### src/hdl/i2cseq_pkg.sv
// shared types and constants of the i2c master transaction sequencer
package i2cseq_pkg;

  localparam int BUF_DEPTH_DEF = 32;
  localparam int QUEUE_DEPTH = 2;
  localparam int QPTR_W = 1;
  localparam int QCNT_W = 2;
  localparam int LEN_W = 6;
  localparam int DEPTH_CMP_W = 9;
  localparam logic [3:0] MAX_RETRIES_RST = 4'd3;
  localparam logic [7:0] ADDR_MASK = 8'hFE;

  typedef enum logic [1:0] {
    ACT_BEGIN_WRITE = 2'd0,
    ACT_BEGIN_READ  = 2'd1,
    ACT_BUS_DONE    = 2'd2,
    ACT_LOAD        = 2'd3
  } action_t;

  typedef enum logic [2:0] {
    K_DROP,
    K_LOAD,
    K_BEGIN_W,
    K_BEGIN_R,
    K_DONE
  } kind_t;

  typedef enum logic [2:0] {
    CMD_NONE   = 3'd0,
    CMD_START  = 3'd1,
    CMD_RSTART = 3'd2,
    CMD_SEND   = 3'd3,
    CMD_RECV   = 3'd4,
    CMD_ACK    = 3'd5,
    CMD_NACK   = 3'd6,
    CMD_STOP   = 3'd7
  } cmd_t;

  typedef enum logic [1:0] {
    OUT_BUSY        = 2'd0,
    OUT_DONE        = 2'd1,
    OUT_NO_ADDR_ACK = 2'd2,
    OUT_NO_DATA_ACK = 2'd3
  } outcome_t;

  typedef enum logic [4:0] {
    PH_IDLE,
    PH_WAIT_START,
    PH_WAIT_ADDR,
    PH_WAIT_REG,
    PH_WAIT_SEND,
    PH_WAIT_RSTART,
    PH_WAIT_RADDR,
    PH_WAIT_RECV,
    PH_WAIT_RACK,
    PH_WAIT_STOP,
    PH_WAIT_ERRSTOP,
    PH_WAIT_RETRYSTOP
  } phase_t;

  typedef struct packed {
    kind_t       kind;
    logic [6:0]  dev_addr;
    logic [7:0]  reg_cmd;
    logic [LEN_W-1:0] len;
    logic [4:0]  load_idx;
    logic [7:0]  load_byte;
    logic        ack;
    logic [7:0]  rx;
  } item_t;

  typedef struct packed {
    cmd_t        cmd;
    logic [7:0]  tx;
    logic        got;
    logic [4:0]  idx;
    logic [7:0]  value;
    outcome_t    outcome;
    logic        finished;
  } result_t;

endpackage

### src/hdl/i2cseq_ifs.sv
// channel interfaces: request input, bus command output, configuration write

interface i2cseq_in_if;
  logic       valid;
  logic       ready;
  logic [1:0] action;
  logic [6:0] device_address;
  logic [7:0] register_command;
  logic [5:0] transfer_length;
  logic [4:0] load_index;
  logic [7:0] load_byte;
  logic       ack_seen;
  logic [7:0] rx_byte;

  modport source (
    output valid, action, device_address, register_command, transfer_length,
           load_index, load_byte, ack_seen, rx_byte,
    input  ready
  );
  modport sink (
    input  valid, action, device_address, register_command, transfer_length,
           load_index, load_byte, ack_seen, rx_byte,
    output ready
  );
endinterface

interface i2cseq_out_if;
  logic       valid;
  logic       ready;
  logic [2:0] bus_command;
  logic [7:0] tx_byte;
  logic       got_byte;
  logic [4:0] byte_index;
  logic [7:0] byte_value;
  logic [1:0] outcome;
  logic       finished;

  modport source (
    output valid, bus_command, tx_byte, got_byte, byte_index, byte_value,
           outcome, finished,
    input  ready
  );
  modport sink (
    input  valid, bus_command, tx_byte, got_byte, byte_index, byte_value,
           outcome, finished,
    output ready
  );
endinterface

interface i2cseq_cfg_if;
  logic       valid;
  logic       ready;
  logic [3:0] data;

  modport source (output valid, data, input ready);
  modport sink (input valid, data, output ready);
endinterface

### src/hdl/i2c_master_transaction_sequencer.sv
// top level of the i2c master transaction sequencer
//
//   channel   direction  transfer moves
//   in_if     sink       begin write/read, bus done event or buffer load
//   out_if    source     next bus command, received byte and outcome
//   cfg_if    sink       max_retries write, always ready
//
// one item per cycle unless stalled: the front end pushes into a two-entry queue while it
// has room and the back end retires one queue entry per cycle through its state machine
// an input transfer is held in a queue slot, then its result in the output register
// loads always retire; other items wait while a result sits unaccepted at the output
// a result taken in a cycle frees the output register for the next one in that cycle
// the write buffer needs no clearing after reset; max_retries resets to 3
module i2c_master_transaction_sequencer #(
  parameter int BUF_DEPTH = i2cseq_pkg::BUF_DEPTH_DEF
) (
  input  logic          clk,
  input  logic          rst_n,
  i2cseq_in_if.sink     in_if,
  i2cseq_out_if.source  out_if,
  i2cseq_cfg_if.sink    cfg_if
);
  import i2cseq_pkg::*;

  logic       cfg_write;
  logic [3:0] retries_r, retries_nxt;

  logic    push_valid, push_ready;
  item_t   push_item;
  logic    head_valid, head_ready;
  item_t   head_item;
  logic    res_valid;
  result_t res;

  assign cfg_write    = cfg_if.valid;
  assign cfg_if.ready = 1'b1;
  assign retries_nxt  = (cfg_write && cfg_if.ready) ? cfg_if.data : retries_r;

  always_ff @(posedge clk) begin
    if (!rst_n) begin
      retries_r <= MAX_RETRIES_RST;
    end else begin
      retries_r <= retries_nxt;
    end
  end

  i2cseq_front #(.BUF_DEPTH(BUF_DEPTH)) u_front (
    .in_if      (in_if),
    .push_valid (push_valid),
    .push_ready (push_ready),
    .push_item  (push_item)
  );

  i2cseq_queue u_queue (
    .clk        (clk),
    .rst_n      (rst_n),
    .push_valid (push_valid),
    .push_ready (push_ready),
    .push_item  (push_item),
    .pop_valid  (head_valid),
    .pop_ready  (head_ready),
    .pop_item   (head_item)
  );

  i2cseq_back #(.BUF_DEPTH(BUF_DEPTH)) u_back (
    .clk         (clk),
    .rst_n       (rst_n),
    .max_retries (retries_r),
    .head_valid  (head_valid),
    .head_ready  (head_ready),
    .head_item   (head_item),
    .out_valid   (res_valid),
    .out_ready   (out_if.ready),
    .out_res     (res)
  );

  assign out_if.valid       = res_valid;
  assign out_if.bus_command = res.cmd;
  assign out_if.tx_byte     = res.tx;
  assign out_if.got_byte    = res.got;
  assign out_if.byte_index  = res.idx;
  assign out_if.byte_value  = res.value;
  assign out_if.outcome     = res.outcome;
  assign out_if.finished    = res.finished;

`ifndef NO_ASSERTIONS
  // the finishing result carries no bus command
  a_finish_no_cmd: assert property (@(posedge clk) disable iff (!rst_n)
    out_if.valid && out_if.finished |-> out_if.bus_command == CMD_NONE)
    else $error("finishing result carries a bus command");

  // an outcome is reported only when the transaction ends
  a_outcome_on_finish: assert property (@(posedge clk) disable iff (!rst_n)
    out_if.valid && out_if.outcome != OUT_BUSY |-> out_if.finished)
    else $error("outcome reported before the transaction ends");

  // a received byte is always answered with ack or nack
  a_got_byte_ack: assert property (@(posedge clk) disable iff (!rst_n)
    out_if.valid && out_if.got_byte |->
      (out_if.bus_command == CMD_ACK || out_if.bus_command == CMD_NACK))
    else $error("received byte without ack or nack");

  // a queue entry is retired only when it exists
  a_pop_nonempty: assert property (@(posedge clk) disable iff (!rst_n)
    head_ready |-> head_valid)
    else $error("back end retired an empty queue slot");
`endif

endmodule

### src/hdl/i2cseq_front.sv
// front end: takes requests and classifies them into queue items
module i2cseq_front #(
  parameter int BUF_DEPTH = i2cseq_pkg::BUF_DEPTH_DEF
) (
  i2cseq_in_if.sink          in_if,
  output logic               push_valid,
  input  logic               push_ready,
  output i2cseq_pkg::item_t  push_item
);
  import i2cseq_pkg::*;

  localparam logic [DEPTH_CMP_W-1:0] DEPTH_CMP = DEPTH_CMP_W'(BUF_DEPTH);

  logic [LEN_W-1:0] len;
  logic             idx_ok;

  assign push_valid  = in_if.valid;
  assign in_if.ready = push_ready;

  always_comb begin
    // zero length means one byte, longer than the buffer saturates
    len = in_if.transfer_length;
    if (len == '0) begin
      len = LEN_W'(1);
    end
    if ({3'b000, len} > DEPTH_CMP) begin
      len = LEN_W'(BUF_DEPTH);
    end
  end

  assign idx_ok = ({4'b0000, in_if.load_index} < DEPTH_CMP);

  always_comb begin
    push_item.dev_addr  = in_if.device_address;
    push_item.reg_cmd   = in_if.register_command;
    push_item.len       = len;
    push_item.load_idx  = in_if.load_index;
    push_item.load_byte = in_if.load_byte;
    push_item.ack       = in_if.ack_seen;
    push_item.rx        = in_if.rx_byte;
    case (in_if.action)
      ACT_BEGIN_WRITE: push_item.kind = K_BEGIN_W;
      ACT_BEGIN_READ:  push_item.kind = K_BEGIN_R;
      ACT_BUS_DONE:    push_item.kind = K_DONE;
      ACT_LOAD:        push_item.kind = idx_ok ? K_LOAD : K_DROP;
      default:         push_item.kind = K_DROP;
    endcase
  end

endmodule

### src/hdl/i2cseq_queue.sv
// two-entry queue between front and back end
module i2cseq_queue (
  input  logic               clk,
  input  logic               rst_n,
  input  logic               push_valid,
  output logic               push_ready,
  input  i2cseq_pkg::item_t  push_item,
  output logic               pop_valid,
  input  logic               pop_ready,
  output i2cseq_pkg::item_t  pop_item
);
  import i2cseq_pkg::*;

  item_t             slot_r [QUEUE_DEPTH];
  logic [QPTR_W-1:0] wr_ptr_r, wr_ptr_nxt;
  logic [QPTR_W-1:0] rd_ptr_r, rd_ptr_nxt;
  logic [QCNT_W-1:0] count_r, count_nxt;
  logic              push, pop;

  assign push_ready = (count_r != QCNT_W'(QUEUE_DEPTH));
  assign pop_valid  = (count_r != '0);
  assign pop_item   = slot_r[rd_ptr_r];
  assign push       = push_valid && push_ready;
  assign pop        = pop_valid && pop_ready;

  always_comb begin
    wr_ptr_nxt = push ? wr_ptr_r + QPTR_W'(1) : wr_ptr_r;
    rd_ptr_nxt = pop ? rd_ptr_r + QPTR_W'(1) : rd_ptr_r;
    count_nxt  = count_r;
    if (push && !pop) begin
      count_nxt = count_r + QCNT_W'(1);
    end else if (pop && !push) begin
      count_nxt = count_r - QCNT_W'(1);
    end
  end

  always_ff @(posedge clk) begin
    if (!rst_n) begin
      wr_ptr_r <= '0;
      rd_ptr_r <= '0;
      count_r  <= '0;
    end else begin
      wr_ptr_r <= wr_ptr_nxt;
      rd_ptr_r <= rd_ptr_nxt;
      count_r  <= count_nxt;
    end
  end

  always_ff @(posedge clk) begin
    if (push) begin
      slot_r[wr_ptr_r] <= push_item;
    end
  end

endmodule

### src/hdl/i2cseq_back.sv
// back end: transaction state machine, write buffer and result register
module i2cseq_back #(
  parameter int BUF_DEPTH = i2cseq_pkg::BUF_DEPTH_DEF
) (
  input  logic                 clk,
  input  logic                 rst_n,
  input  logic [3:0]           max_retries,
  input  logic                 head_valid,
  output logic                 head_ready,
  input  i2cseq_pkg::item_t    head_item,
  output logic                 out_valid,
  input  logic                 out_ready,
  output i2cseq_pkg::result_t  out_res
);
  import i2cseq_pkg::*;

  localparam int AW = (BUF_DEPTH > 1) ? $clog2(BUF_DEPTH) : 1;
  localparam logic [DEPTH_CMP_W-1:0] DEPTH_CMP = DEPTH_CMP_W'(BUF_DEPTH);

  phase_t           phase_r, phase_nxt;
  logic             is_read_r, is_read_nxt;
  logic [LEN_W-1:0] bcount_r, bcount_nxt;
  logic [3:0]       retry_r, retry_nxt;
  logic [6:0]       addr_r, addr_nxt;
  logic [7:0]       reg_r, reg_nxt;
  logic [LEN_W-1:0] len_r, len_nxt;
  outcome_t         perr_r, perr_nxt;
  logic             out_valid_r, out_valid_nxt;
  result_t          res_r, res_nxt;

  logic [7:0] wbuf [BUF_DEPTH];
  logic [7:0] rd_data_r;
  logic       we;
  logic [AW-1:0] wr_addr, rd_addr;
  logic [DEPTH_CMP_W-1:0] wr_ext, rd_ext;

  logic             out_free, fire, emit;
  logic [LEN_W-1:0] bcount_inc;
  logic [7:0]       send_val;

  assign out_free   = !out_valid_r || out_ready;
  assign fire       = head_valid && (out_free || head_item.kind == K_LOAD);
  assign head_ready = fire;
  assign bcount_inc = bcount_r + LEN_W'(1);
  assign send_val   = ({3'b000, bcount_r} < DEPTH_CMP) ? rd_data_r : 8'h00;

  assign wr_ext  = {4'b0000, head_item.load_idx};
  assign wr_addr = wr_ext[AW-1:0];
  assign rd_ext  = {3'b000, bcount_nxt};
  assign rd_addr = rd_ext[AW-1:0];

  // read data always tracks the entry at the next byte count, with write-through
  always_ff @(posedge clk) begin
    if (we) begin
      wbuf[wr_addr] <= head_item.load_byte;
    end
    if (we && wr_addr == rd_addr) begin
      rd_data_r <= head_item.load_byte;
    end else begin
      rd_data_r <= wbuf[rd_addr];
    end
  end

  always_comb begin
    phase_nxt   = phase_r;
    is_read_nxt = is_read_r;
    bcount_nxt  = bcount_r;
    retry_nxt   = retry_r;
    addr_nxt    = addr_r;
    reg_nxt     = reg_r;
    len_nxt     = len_r;
    perr_nxt    = perr_r;
    we          = 1'b0;
    emit        = 1'b0;
    res_nxt     = '{cmd: CMD_NONE, tx: 8'h00, got: 1'b0, idx: 5'd0, value: 8'h00,
                    outcome: OUT_BUSY, finished: 1'b0};
    if (fire) begin
      case (head_item.kind)
        K_LOAD: begin
          we = 1'b1;
        end
        K_BEGIN_W, K_BEGIN_R: begin
          if (phase_r == PH_IDLE) begin
            emit        = 1'b1;
            is_read_nxt = (head_item.kind == K_BEGIN_R);
            addr_nxt    = head_item.dev_addr;
            reg_nxt     = head_item.reg_cmd;
            len_nxt     = head_item.len;
            bcount_nxt  = '0;
            retry_nxt   = '0;
            perr_nxt    = OUT_BUSY;
            res_nxt.cmd = CMD_START;
            phase_nxt   = PH_WAIT_START;
          end
        end
        K_DONE: begin
          emit = (phase_r != PH_IDLE);
          case (phase_r)
            PH_WAIT_START: begin
              res_nxt.cmd = CMD_SEND;
              res_nxt.tx  = {addr_r, 1'b0} & ADDR_MASK;
              phase_nxt   = PH_WAIT_ADDR;
            end
            PH_WAIT_ADDR: begin
              if (head_item.ack) begin
                retry_nxt   = '0;
                res_nxt.cmd = CMD_SEND;
                res_nxt.tx  = reg_r;
                phase_nxt   = PH_WAIT_REG;
              end else if (retry_r < max_retries) begin
                retry_nxt   = retry_r + 4'd1;
                res_nxt.cmd = CMD_STOP;
                phase_nxt   = PH_WAIT_RETRYSTOP;
              end else begin
                perr_nxt    = OUT_NO_ADDR_ACK;
                res_nxt.cmd = CMD_STOP;
                phase_nxt   = PH_WAIT_ERRSTOP;
              end
            end
            PH_WAIT_REG, PH_WAIT_SEND: begin
              if (!head_item.ack) begin
                perr_nxt    = OUT_NO_DATA_ACK;
                res_nxt.cmd = CMD_STOP;
                phase_nxt   = PH_WAIT_ERRSTOP;
              end else if (phase_r == PH_WAIT_REG && is_read_r) begin
                res_nxt.cmd = CMD_RSTART;
                phase_nxt   = PH_WAIT_RSTART;
              end else if (phase_r == PH_WAIT_SEND && bcount_r >= len_r) begin
                res_nxt.cmd = CMD_STOP;
                phase_nxt   = PH_WAIT_STOP;
              end else begin
                res_nxt.cmd = CMD_SEND;
                res_nxt.tx  = send_val;
                bcount_nxt  = bcount_inc;
                phase_nxt   = PH_WAIT_SEND;
              end
            end
            PH_WAIT_RSTART: begin
              res_nxt.cmd = CMD_SEND;
              res_nxt.tx  = ({addr_r, 1'b0} & ADDR_MASK) | 8'h01;
              phase_nxt   = PH_WAIT_RADDR;
            end
            PH_WAIT_RADDR: begin
              if (head_item.ack) begin
                res_nxt.cmd = CMD_RECV;
                phase_nxt   = PH_WAIT_RECV;
              end else begin
                perr_nxt    = OUT_NO_DATA_ACK;
                res_nxt.cmd = CMD_STOP;
                phase_nxt   = PH_WAIT_ERRSTOP;
              end
            end
            PH_WAIT_RECV: begin
              res_nxt.got   = 1'b1;
              res_nxt.idx   = bcount_r[4:0];
              res_nxt.value = head_item.rx;
              bcount_nxt    = bcount_inc;
              res_nxt.cmd   = (bcount_inc >= len_r) ? CMD_NACK : CMD_ACK;
              phase_nxt     = PH_WAIT_RACK;
            end
            PH_WAIT_RACK: begin
              if (bcount_r >= len_r) begin
                res_nxt.cmd = CMD_STOP;
                phase_nxt   = PH_WAIT_STOP;
              end else begin
                res_nxt.cmd = CMD_RECV;
                phase_nxt   = PH_WAIT_RECV;
              end
            end
            PH_WAIT_STOP: begin
              bcount_nxt       = '0;
              res_nxt.outcome  = OUT_DONE;
              res_nxt.finished = 1'b1;
              phase_nxt        = PH_IDLE;
            end
            PH_WAIT_ERRSTOP: begin
              bcount_nxt       = '0;
              retry_nxt        = '0;
              res_nxt.outcome  = perr_r;
              res_nxt.finished = 1'b1;
              perr_nxt         = OUT_BUSY;
              phase_nxt        = PH_IDLE;
            end
            PH_WAIT_RETRYSTOP: begin
              bcount_nxt  = '0;
              res_nxt.cmd = CMD_START;
              phase_nxt   = PH_WAIT_START;
            end
            default: begin
              emit = 1'b0;
            end
          endcase
        end
        default: begin
        end
      endcase
    end

    if (emit) begin
      out_valid_nxt = 1'b1;
    end else if (out_ready) begin
      out_valid_nxt = 1'b0;
    end else begin
      out_valid_nxt = out_valid_r;
    end
  end

  always_ff @(posedge clk) begin
    if (!rst_n) begin
      phase_r     <= PH_IDLE;
      is_read_r   <= 1'b0;
      bcount_r    <= '0;
      retry_r     <= '0;
      addr_r      <= '0;
      reg_r       <= '0;
      len_r       <= '0;
      perr_r      <= OUT_BUSY;
      out_valid_r <= 1'b0;
    end else begin
      phase_r     <= phase_nxt;
      is_read_r   <= is_read_nxt;
      bcount_r    <= bcount_nxt;
      retry_r     <= retry_nxt;
      addr_r      <= addr_nxt;
      reg_r       <= reg_nxt;
      len_r       <= len_nxt;
      perr_r      <= perr_nxt;
      out_valid_r <= out_valid_nxt;
    end
  end

  always_ff @(posedge clk) begin
    if (emit) begin
      res_r <= res_nxt;
    end
  end

  assign out_valid = out_valid_r;
  assign out_res   = res_r;

endmodule

### src/flat_wrapper.sv
// flat-port wrapper written by rule: the top's interface ports become plain ports
module i2c_master_transaction_sequencer_flat import i2cseq_pkg::*;
#(
  parameter int BUF_DEPTH = i2cseq_pkg::BUF_DEPTH_DEF
)
  (clk, rst_n, in_if_valid, in_if_action, in_if_device_address, in_if_register_command, in_if_transfer_length, in_if_load_index, in_if_load_byte, in_if_ack_seen, in_if_rx_byte, in_if_ready, out_if_valid, out_if_bus_command, out_if_tx_byte, out_if_got_byte, out_if_byte_index, out_if_byte_value, out_if_outcome, out_if_finished, out_if_ready, cfg_if_valid, cfg_if_data, cfg_if_ready);
  i2cseq_in_if in_if_i ();
  i2cseq_out_if out_if_i ();
  i2cseq_cfg_if cfg_if_i ();
  input  logic clk;
  input  logic rst_n;
  input wire logic [$bits(in_if_i.valid)-1:0] in_if_valid;
  input wire logic [$bits(in_if_i.action)-1:0] in_if_action;
  input wire logic [$bits(in_if_i.device_address)-1:0] in_if_device_address;
  input wire logic [$bits(in_if_i.register_command)-1:0] in_if_register_command;
  input wire logic [$bits(in_if_i.transfer_length)-1:0] in_if_transfer_length;
  input wire logic [$bits(in_if_i.load_index)-1:0] in_if_load_index;
  input wire logic [$bits(in_if_i.load_byte)-1:0] in_if_load_byte;
  input wire logic [$bits(in_if_i.ack_seen)-1:0] in_if_ack_seen;
  input wire logic [$bits(in_if_i.rx_byte)-1:0] in_if_rx_byte;
  output wire logic [$bits(in_if_i.ready)-1:0] in_if_ready;
  output wire logic [$bits(out_if_i.valid)-1:0] out_if_valid;
  output wire logic [$bits(out_if_i.bus_command)-1:0] out_if_bus_command;
  output wire logic [$bits(out_if_i.tx_byte)-1:0] out_if_tx_byte;
  output wire logic [$bits(out_if_i.got_byte)-1:0] out_if_got_byte;
  output wire logic [$bits(out_if_i.byte_index)-1:0] out_if_byte_index;
  output wire logic [$bits(out_if_i.byte_value)-1:0] out_if_byte_value;
  output wire logic [$bits(out_if_i.outcome)-1:0] out_if_outcome;
  output wire logic [$bits(out_if_i.finished)-1:0] out_if_finished;
  input wire logic [$bits(out_if_i.ready)-1:0] out_if_ready;
  input wire logic [$bits(cfg_if_i.valid)-1:0] cfg_if_valid;
  input wire logic [$bits(cfg_if_i.data)-1:0] cfg_if_data;
  output wire logic [$bits(cfg_if_i.ready)-1:0] cfg_if_ready;
  assign in_if_i.valid = in_if_valid;
  assign in_if_i.action = in_if_action;
  assign in_if_i.device_address = in_if_device_address;
  assign in_if_i.register_command = in_if_register_command;
  assign in_if_i.transfer_length = in_if_transfer_length;
  assign in_if_i.load_index = in_if_load_index;
  assign in_if_i.load_byte = in_if_load_byte;
  assign in_if_i.ack_seen = in_if_ack_seen;
  assign in_if_i.rx_byte = in_if_rx_byte;
  assign in_if_ready = in_if_i.ready;
  assign out_if_valid = out_if_i.valid;
  assign out_if_bus_command = out_if_i.bus_command;
  assign out_if_tx_byte = out_if_i.tx_byte;
  assign out_if_got_byte = out_if_i.got_byte;
  assign out_if_byte_index = out_if_i.byte_index;
  assign out_if_byte_value = out_if_i.byte_value;
  assign out_if_outcome = out_if_i.outcome;
  assign out_if_finished = out_if_i.finished;
  assign out_if_i.ready = out_if_ready;
  assign cfg_if_i.valid = cfg_if_valid;
  assign cfg_if_i.data = cfg_if_data;
  assign cfg_if_ready = cfg_if_i.ready;
  i2c_master_transaction_sequencer #(.BUF_DEPTH(BUF_DEPTH)) u_core (.clk(clk), .rst_n(rst_n), .in_if(in_if_i), .out_if(out_if_i), .cfg_if(cfg_if_i));
endmodule
### config.mk
export PLATFORM = sky130hd
export DESIGN_NAME = i2c_master_transaction_sequencer_flat
export DESIGN_NICKNAME = d
export VERILOG_FILES = /design/src/hdl/i2cseq_pkg.sv /design/src/hdl/i2cseq_ifs.sv /design/src/hdl/i2c_master_transaction_sequencer.sv /design/src/hdl/i2cseq_front.sv /design/src/hdl/i2cseq_queue.sv /design/src/hdl/i2cseq_back.sv /design/src/flat_wrapper.sv
export SDC_FILE = /design/constraint.sdc
export NUM_CORES = 1
export LEC_CHECK = 0
export BUFFER_PORTS_ARGS = -buffer_cell sky130_fd_sc_hd__buf_2
export CAP_MARGIN = 30
export CORE_AREA = 2 2 200 183
export DETAILED_ROUTE_END_ITERATION = 8
export DIE_AREA = 0 0 202 185
export GPL_TIMING_DRIVEN = 0
export PLACE_DENSITY = 0.73
export SLEW_MARGIN = 5
export SYNTH_ARGS = -nofsm -noshare
export SYNTH_HDL_FRONTEND = slang
export SYNTH_SLANG_ARGS = --single-unit
### constraint.sdc
create_clock -name clk -period 5.53 [get_ports clk]
set_input_delay 0.553 -clock clk [delete_from_list [all_inputs] [get_ports clk]]
set_output_delay 0.553 -clock clk [all_outputs]
set_load 0.01 [all_outputs]
==> metrics.yaml <==
status: "completed"
finalSetupTns_ns: 0
h-tree-depth: 2
crit_family: "buffers and inverters"
r2r_end: "u_core.u_back.out_res[20]"
synthMuxAreaShare_pct: 11.99
cp_max_fo: 10
synth_top_family_by_area: "multiplexers"
min_period_ns: 3.619
cts.sinks: 429
fin_cells: 1703
postCtsResizedCells: 0
multi_input_area_um2: 4772
overflow: 0
synth_flop_cell: "edfxtp_1"
path_cells: "buf_2 > clkbuf_1 > clkbuf_1 > nand2_1 > nor2_1 > a22oi_1 > nand3_1 > nor2_1 > nor3_1"
synth-edff-count: 376
required_ns: 5.82
tightest_slew_ns: 0.9643
cp_slowest_stage_delay_ns: 0.64
grt_pass1_vias: 10040
dr.pass1.iters: 5
yosys_warnings: 0
ios: 85
track_usage_pct: 20.91
netlist_area_um2: 17420
fin_skew_ns: 0.02560
cts_tree: "done"
crit_buf_inv: 3
hold_viol: 0
cap_violations: 0
setup_violations: 0
drive_gt1_share_pct: 20.55
clk_latency_ns: 0.56
antenna_found_initial: 2
synth_fa_ha_area_share_pct: 1.293
dp_hpwl_mm: 25.47
async_flop_share_pct: 0
ir_drop_mv: 0.2875
rsz0062_at_grt: "no"
critPathLaunchType: "flip-flop"
io_buffers: 82
r2r_slack_ns: 1.91
hold_buffers: 0
synth_top_cell_by_area: "edfxtp_1"
synth_compound_area_share_pct: 6.321
min_path_cells: 1
r2r_cells: 9
final_nets: 1267
synthTopCellsByArea: "edfxtp_1 (65%), mux4_2 (8.3%), dfxtp_1 (6.1%)"
die_h_um: 185
fill_cells: 2716
critPathSlowestCell: "clkbuf_1"
cp-end-kind: "flip-flop"
seq_area_frac_synth_pct: 70.91
cts_root_buffer: "clkbuf_16"
die_w_um: 202
dieArea_um2: 37370
drtIter0Drc: 1060
via_per_inst: 5.760
dp.cells: 1625
yosysUniqueCellTypes: 71
ant_nets: 0
drc: 0
synth_nets: 1134
grt_max_degree: 33
globalplace.congestion: 0.8910
total_power_mw: 7.820
hp-start: "in_if_load_byte[2]"
path_class: "flip-flop to flip-flop"
cts_buffers: 44
post_synth.cell_area_avg_um2: 16.40
synth_xor_area_share_pct: 0.2514
slew_violations: 0
post_cts_buffers: 0
ctsLongestPathBuffers: 3
clock.fmax_mhz: 276.3
wl_per_cell_um: 22.17
vias: 9809
synth_simple_gate_area_share_pct: 7.441
hold_end: "u_core.u_queue.slot_r[0][11]"
power.leakage_nw: 6.718
period_share_pct: 65.44
powerDensity_nw_per_um2: 393.9
finish.utilization_pct: 56.04
synth_cells: 1062
wl_mm: 37.75
layout.area.seq_um2: 12350
area_growth_pct: 13.98
rows: 66
hold_class: "input pin to flip-flop"
crit_arrival_ns: 3.91
grt_pass1_wl_mm: 58.86
layout_common_cells: "edfxtp_1 (376), buf_2 (91), nor2_1 (85), mux4_2 (64), nand2_1 (58)"
layout_commonest_cell: "edfxtp_1"
synth_seq_cells: 429
slew_headroom_pct: 35.47
clkSlewWorstSetupHoldPaths_ns: 0.06
synth.top_cell.area_share_pct: 64.82
start_util_pct: 49.17
coreArea_um2: 35430
[metrics by stage]
step                      hold slack (ns)  setup WS, ns  instance area [um2]
after floorplan                    0.4428         2.449                17420
after CTS                          0.1554         1.963                19850
after global routing               0.1646         1.663                19850
final                              0.1805         1.911                19850
after detailed placement           0.4655         1.985                18500
after global placement             0.4598         1.187                18430
[cell families after synthesis]
family | Yosys count
flops | 429
simple gates | 264
compound gates | 143
mux | 127
buf+inv | 75
fa+ha+maj | 18
xor+xnor | 5
other cells | 1
[per-layer routing]
layer	vias to the layer above	global-route usage, %	wire, um
met5	-	0	16
met4	2	7.000	1021
met3	74	4.486	2740
met2	367	33.32	17530
met1	4918	28.90	16440
li1	4448	-	-
[area by class of cell]
type | instances | share of cell area (%)
multi-input cells | 558 | 24.04
diodes | 1 | 0.01260
plain buffers | 54 | 1.160
clock inverters | 21 | 0.8067
inverters | 21 | 0.3970
repair buffers | 87 | 2.395
well taps | 476 | 3.000
clock buffers | 56 | 5.981
flip-flops and latches | 429 | 62.21
[cell usage after synthesis (all sizes together) (4+ instances only)]
| cell | n |
|---|---|
| edfxtp | 376 |
| nor2 | 86 |
| mux4 | 64 |
| nand2 | 58 |
| dfxtp | 53 |
| mux2i | 50 |
| clkbuf | 33 |
| o211a | 22 |
| a22oi | 21 |
| buf | 21 |
| inv | 21 |
| nor2b | 20 |
| nor3 | 20 |
| ha | 18 |
| nand2b | 17 |
| nand3 | 16 |
| o21ai | 15 |
| mux2 | 13 |
| a21oi | 12 |
| and3 | 12 |
| o22ai | 11 |
| and2 | 10 |
| o32ai | 6 |
| a31o | 5 |
| o21a | 5 |
| a211oi | 4 |
| a21boi | 4 |
| a21o | 4 |
| or2 | 4 |
[state kept, by name (all words and copies together) (netlist names), named ones only]
register and count:
u_core.u_queue.slot_r 92, u_core.u_queue.rd_ptr_r 1, u_core.u_back.wbuf 256, u_core.u_back.perr_r 2, u_core.u_back.addr_r 7, u_core.u_back.out_valid 1
u_core.u_queue.count_r 2, u_core.u_back.phase_r 4, u_core.u_back.is_read_r 1, u_core.u_back.bcount_r 6, u_core.u_queue.wr_ptr_r 1, u_core.u_back.out_res 28
u_core.u_back.len_r 6, u_core.u_back.reg_r 8, u_core.u_back.retry_r 4, u_core.retries_r 4
[how the worst max path moves through the flow]
stage,start,to,cells after the start
global placement,u_core.u_back.bcount_r[0],u_core.u_back.out_res[23],8
floorplan,u_core.u_queue.count_r[0],u_core.u_queue.slot_r[0][0],3
detailed placement,flip-flop,u_core.u_back.out_res[23],8
finish,flip-flop,u_core.u_back.out_res[20],9
CTS,flip-flop,u_core.u_back.out_res[23],8
global route,flip-flop,u_core.u_back.out_res[20],9
[report_power, final]
group | switching [mW] | total (mW) | internal [mW] | leakage (nW)
Clock | 1.19 | 2.76 | 1.57 | 0.650
Combinational | 0.720 | 1.05 | 0.331 | 2.21
Sequential | 0.0865 | 4.01 | 3.92 | 3.86
Total | 2.00 | 7.82 | 5.82 | 6.72
Power figures use the tool's default switching activity.
